File: config.mk
export PLATFORM = sky130hd
export DESIGN_NAME = unique_value_set_table_core
export DESIGN_NICKNAME = d
export VERILOG_FILES = /design/src/hw/rtl/uvst_pkg.sv /design/src/hw/rtl/unique_value_set_table_core.sv /design/src/hw/rtl/uvst_table.sv
export SDC_FILE = /design/constraint.sdc
export NUM_CORES = 1
export LEC_CHECK = 0
export BUFFER_PORTS_ARGS = -buffer_cell sky130_fd_sc_hd__buf_2
export CAP_MARGIN = 15
export CORE_MARGIN = 1
export CORE_UTILIZATION = 60
export CTS_CLUSTER_DIAMETER = 80
export DETAILED_ROUTE_END_ITERATION = 8
export PLACE_DENSITY = 0.77
export SLEW_MARGIN = 30
export SYNTH_ARGS = -nofsm -noshare
export SYNTH_HDL_FRONTEND = slang
export SYNTH_SLANG_ARGS = --single-unit
File: constraint.sdc
create_clock -name clk -period 8 [get_ports clk]
set_clock_uncertainty 0.1 [all_clocks]
set_input_delay 0.4 -clock clk [delete_from_list [all_inputs] [get_ports clk]]
set_output_delay 0.4 -clock clk [all_outputs]
set_load 0.02 [all_outputs]
File: src/hw/rtl/uvst_pkg.sv
package uvst_pkg;

	// command codes
	localparam logic [1:0] CMD_INSERT = 2'd0;
	localparam logic [1:0] CMD_REMOVE = 2'd1;
	localparam logic [1:0] CMD_LOOKUP = 2'd2;

	// width of the reported count
	localparam int unsigned HELD_W = 5;

	typedef struct packed {
		logic [1:0]         command;
		logic signed [31:0] value;
	} cmd_item_t;

	typedef struct packed {
		logic              ok;
		logic              table_full;
		logic [HELD_W-1:0] entries_held;
	} rsp_item_t;

endpackage

File: src/hw/rtl/unique_value_set_table_core.sv
// set of distinct signed 32-bit values held in CAPACITY table entries
// command channel: cmd_valid / cmd_stall carry one item (command, value);
//   the item is taken at a clock edge with cmd_valid high and cmd_stall low
//   commands: insert if absent, remove if present, membership lookup
// response channel: rsp_valid / rsp_stall carry one item per command
//   (ok, table_full, entries_held), in command order
// the taken item waits in the input stage, and its result is registered
//   in the response register that drives rsp_valid and rsp
// throughput: one item per cycle while cmd_stall is low; every entry
//   is compared in parallel and the table is written at the end of the
//   same cycle, so the next item sees the updated contents
// reset: all entries become empty, the count goes to zero, both stages empty
// when rsp_stall holds a response, one more item may wait in the input
//   stage; cmd_stall then rises until the response is taken
module unique_value_set_table_core #(
	parameter int unsigned CAPACITY = 16
) (
	input  logic                 clk,
	input  logic                 arst_n,
	input  logic                 cmd_valid,
	output logic                 cmd_stall,
	input  uvst_pkg::cmd_item_t  cmd,
	output logic                 rsp_valid,
	input  logic                 rsp_stall,
	output uvst_pkg::rsp_item_t  rsp
);

	logic                valid_s1;
	uvst_pkg::cmd_item_t item_s1;
	logic                rsp_valid_q;
	uvst_pkg::rsp_item_t rsp_q;
	uvst_pkg::rsp_item_t result;
	logic                advance;
	logic                accept;

	// handshake
	assign advance   = valid_s1 && (!rsp_valid_q || !rsp_stall);
	assign cmd_stall = valid_s1 && !advance;
	assign accept    = cmd_valid && !cmd_stall;

	// table with compare, allocate and update
	uvst_table #(
		.CAPACITY(CAPACITY)
	) u_table (
		.clk    (clk),
		.arst_n (arst_n),
		.go     (advance),
		.item   (item_s1),
		.result (result)
	);

	// input stage
	always_ff @(posedge clk or negedge arst_n) begin
		if (!arst_n) begin
			valid_s1 <= 1'b0;
		end else if (accept) begin
			valid_s1 <= 1'b1;
		end else if (advance) begin
			valid_s1 <= 1'b0;
		end
	end

	always_ff @(posedge clk) begin
		if (accept) begin
			item_s1 <= cmd;
		end
	end

	// response register
	always_ff @(posedge clk or negedge arst_n) begin
		if (!arst_n) begin
			rsp_valid_q <= 1'b0;
		end else if (advance) begin
			rsp_valid_q <= 1'b1;
		end else if (!rsp_stall) begin
			rsp_valid_q <= 1'b0;
		end
	end

	always_ff @(posedge clk) begin
		if (advance) begin
			rsp_q <= result;
		end
	end

	assign rsp_valid = rsp_valid_q;
	assign rsp       = rsp_q;

endmodule

File: src/hw/rtl/uvst_table.sv
module uvst_table #(
	parameter int unsigned CAPACITY = 16
) (
	input  logic                 clk,
	input  logic                 arst_n,
	input  logic                 go,
	input  uvst_pkg::cmd_item_t  item,
	output uvst_pkg::rsp_item_t  result
);

	localparam int unsigned CntW = $clog2(CAPACITY + 1);

	logic [31:0]         value_q [CAPACITY];
	logic [CAPACITY-1:0] valid_q;
	logic [CntW-1:0]     count_q;

	logic [CAPACITY-1:0] hit_vec;
	logic [CAPACITY-1:0] free_vec;
	logic [CAPACITY-1:0] free_oh;
	logic                hit;
	logic                full;
	logic                is_ins;
	logic                is_rem;
	logic                is_look;
	logic                do_ins;
	logic                do_rem;
	logic [CntW-1:0]     count_next;

	// parallel compare against every valid entry
	always_comb begin
		for (int i = 0; i < CAPACITY; i++) begin
			hit_vec[i] = valid_q[i] && (value_q[i] == item.value);
		end
	end

	assign hit      = |hit_vec;
	assign full     = &valid_q;
	assign free_vec = ~valid_q;
	// lowest free entry as a one-hot vector
	assign free_oh  = free_vec & (~free_vec + CAPACITY'(1));

	assign is_ins  = (item.command == uvst_pkg::CMD_INSERT);
	assign is_rem  = (item.command == uvst_pkg::CMD_REMOVE);
	assign is_look = (item.command == uvst_pkg::CMD_LOOKUP);

	assign do_ins = go && is_ins && !hit && !full;
	assign do_rem = go && is_rem && hit;

	// count after this item
	always_comb begin
		count_next = count_q;
		if (do_ins) begin
			count_next = count_q + CntW'(1);
		end else if (do_rem) begin
			count_next = count_q - CntW'(1);
		end
	end

	// result of the item
	assign result.ok           = (is_ins && !hit && !full) || ((is_rem || is_look) && hit);
	assign result.table_full   = is_ins && !hit && full;
	assign result.entries_held = uvst_pkg::HELD_W'(count_next);

	// entry values, written into the lowest free entry
	always_ff @(posedge clk) begin
		for (int i = 0; i < CAPACITY; i++) begin
			if (do_ins && free_oh[i]) begin
				value_q[i] <= item.value;
			end
		end
	end

	// valid bits and count
	always_ff @(posedge clk or negedge arst_n) begin
		if (!arst_n) begin
			valid_q <= '0;
			count_q <= '0;
		end else begin
			if (do_ins) begin
				valid_q <= valid_q | free_oh;
			end else if (do_rem) begin
				valid_q <= valid_q & ~hit_vec;
			end
			count_q <= count_next;
		end
	end

endmodule

==> impl_metrics.env <==
export IMPL_drt_pre_antenna_iters=5
export IMPL_grt_antenna_before_repair=0
export IMPL_syn2layout_area_growth_pct=11.0
export IMPL_syn_area_um2=24300
export IMPL_fmaxAchievable_mhz=206
export IMPL_finalCritPeriodShare_pct=60.6
export IMPL_drv_cap=0
export IMPL_cp_arrival_ns=4.98
export IMPL_p_per_area_nw_per_um2=238
export IMPL_initial_core_util_pct=61.0
export IMPL_synth_compound_area_share_pct=0.974
export IMPL_cp_slowest_cell="edfxtp_1"
export IMPL_rsz0062_at_grt="false"
export IMPL_layout_nets=1622
export IMPL_fp_coreArea_um2=39800
export IMPL_yosysUniqueCellTypes=50
export IMPL_root_buffer="clkbuf_16"
export IMPL_drv_slew=0
export IMPL_route_met3_wl_um=2980
export IMPL_design_die_area_um2=41300
export IMPL_hpwl_um=28100
export IMPL_routabilityCongestion=0.804
export IMPL_clkLatencyLatePin_ns=0.59
export IMPL_overflow=0
export IMPL_path_cells="buf_4 > xnor2_1 > nand4_1 > nor4_1 > nand3_1 > o2111ai_2 > nor4_4 > nand3_2 > or2_1 > nor4b_4 > buf_4"
export IMPL_async_reset_ff_share_pct=3.99
export IMPL_grt_max_degree=35
export IMPL_grt_pass1_wl_um=78200
export IMPL_routedWlPerCell_um=24.0
export IMPL_rows=73
export IMPL_cp_max_fo=32
export IMPL_die_w_um=203
export IMPL_vias=12400
export IMPL_p_leak_nw=8.25
export IMPL_yosysSeqAreaShare_pct=70.8
export IMPL_ys_flop_type="edfxtp_1"
export IMPL_cp_end_kind="flip-flop"
export IMPL_critPathMaxStageDelay_ns=0.91
export IMPL_route_met2_wl_um=24600
export IMPL_relSlewSlack_pct=42.4
export IMPL_fin_cells=2149
export IMPL_setup_tns_ns=0
export IMPL_startpoint_type="flip-flop"
export IMPL_synth_simple_area_share_pct=6.18
export IMPL_syn_nets=1503
export IMPL_drc=0
export IMPL_wl_met1_um=22500
export IMPL_ctsHoldBuffers=37
export IMPL_cts_resized=0
export IMPL_yosys_warnings=0
export IMPL_hold_viol_final=0
export IMPL_grt_pass1_vias=12900
export IMPL_cpMostUsedCell="buf_4"
export IMPL_diodes=0
export IMPL_io_buffers=46
export IMPL_drt_iter0_drc=1073
export IMPL_top_layer="met4"
export IMPL_synthXorXnorAreaFrac_pct=18.6
export IMPL_synth_fa_ha_area_share_pct=0.206
export IMPL_cp_top_family="simple AND/OR/NAND/NOR gates"
export IMPL_clock_path_buffers=3
export IMPL_synth_edf_count=553
export IMPL_drive_gt1_share_pct=12.1
export IMPL_viasPerCell=5.79
export IMPL_outcome="completed"
export IMPL_synth_seq_cells=576
export IMPL_dp_cells=2011
export IMPL_avgSynthCellArea_um2=16.6
export IMPL_worst_pin_slew_ns=0.863
export IMPL_cts_made_buffers=55
export IMPL_cts_sinks=576
export IMPL_cts_setup_buffers=0
export IMPL_syn_inst=1461
export IMPL_htreeDepth=2
export IMPL_fin_hold_ws_ns=0.253
export IMPL_hp_class="in2async"
export IMPL_synth_top_family_by_area="XOR/XNOR gates"
export IMPL_track_usage_pct=25.8
export IMPL_fillers=2637
export IMPL_cp_required_ns=8.13
export IMPL_die_y_um=203
export IMPL_antenna_left=0
export IMPL_path_buf_inv=2
export IMPL_io_pins=47
export IMPL_tritoncts="done"
export IMPL_setup_viol=0
export IMPL_routed_wl_um=51600
export IMPL_clk_pin_slew_ns=0.06
export IMPL_synthMuxAreaShare_pct=0.0464
export IMPL_irDropWorstVdd_mv=0.232
export IMPL_min_period_ns=4.84
export IMPL_crit_type="reg2reg"
-- power breakdown --
group	internal (mW)	switching, mW
clock network	1.43	1.08
registers	3.39	0.0516
logic	0.178	0.303
total	4.99	1.43
-- logic make-up (layout without fill, tap and decap cells) --
logic type | Yosys count | in the layout
simple gates | 247 | 247
fa+ha+maj | 4 | 4
xor+xnor | 516 | 516
compound gates | 36 | 36
buf+inv | 81 | 244
flops | 576 | 576
mux | 1 | 1
-- final timing paths --
check                      cells after the start                from  slack [ns]                 endpoint
min                                            2              arst_n        0.25       u_table.count_q[3]
max reg2reg                                   11          item_s1[3]        3.16  u_table.value_q[1][108]
max in group asynchronous                      2              arst_n        7.15      u_table.valid_q[11]
max                                           11          item_s1[3]        3.16  u_table.value_q[1][108]
min in group clk                               1  u_table.count_q[4]        0.36       u_table.count_q[4]
min reg2reg                                    1  u_table.count_q[4]        0.36       u_table.count_q[4]
-- sequential cells by signal, indices dropped and copies added, names as in the netlist --
signal and count:
u_table.count_q 5, rsp 7, item_s1 34, valid_s1 1
u_table.value_q 512, rsp_valid 1, u_table.valid_q 16
-- placed cells by master, fill, tap and decap left out, drive strengths merged, types with 3 or more instances in the layout --
cell	count
nor4	42
o21ai	21
buf	94
inv	13
nor2	11
clkinv	27
or2	3
edfxtp	553
clkbuf	67
bufinv	4
xor2	35
xnor2	481
dlygate4sd3	37
o2111ai	3
nor3	6
nand2	25
nand4	125
ha	4
nand3	20
dfrtp	23
-- cell type report --
cell class | instances | area (um2) | share of cell area, %
flip-flops and latches | 576 | 17200 | 63.7
multi-input cells | 804 | 6380 | 23.7
clock buffers | 67 | 1460 | 5.43
repair buffers | 131 | 961 | 3.56
well taps | 525 | 657 | 2.44
clock inverters | 34 | 265 | 0.984
inverters | 12 | 45.0 | 0.167
-- routing by layer --
metal  global-route usage [%]  vias up
met5                        0        -
met1                     36.6     6325
met4                     9.21        0
li1                         -     5595
met2                     41.6      428
met3                     3.00       94
-- cells in the mapped netlist, types with 5 or more instances --
cell	instances	area [um2]
o21ai_1	5	25.0
dfrtp_1	23	576
inv_1	12	45.0
nor4_1	40	250
o21ai_0	16	80.1
nand3_1	19	95.1
buf_6	11	124
edfxtp_1	553	16600
nor3_1	5	25.0
xor2_1	35	307
xnor2_1	481	4210
nand2_1	25	93.8
nor2_1	11	41.3
buf_8	23	345
buf_4	31	233
nand4_1	125	782
-- worst reg2reg max path: cells and delay by family (launching register included) --
family	cells	cell delay (ns)
DFF	1	0.91
xor gates and xnor gates	1	0.13
AOI/OAI and AO/OA	1	0.17
and+or+nand+nor	7	2.34
buffers and inverters	2	0.82
-- metrics by stage --
| stage | utilization [%] | total power, mW | worst slack [ns] | cell area [um2] |
|---|---|---|---|---|
| 2_1_floorplan | - | 3.84 | 1.87 | 24300 |
| 3_3_place_gp | 62.4 | 3.96 | 3.31 | 24900 |
| 3_5_place_dp | 62.4 | 3.97 | 3.20 | 24900 |
| 4_1_cts | 67.7 | 6.46 | 3.15 | 27000 |
| 5_1_grt | 67.7 | 6.61 | 2.86 | 27000 |
| 6_report | 67.7 | 6.42 | 3.16 | 27000 |
(Power assumes the default switching activity.)
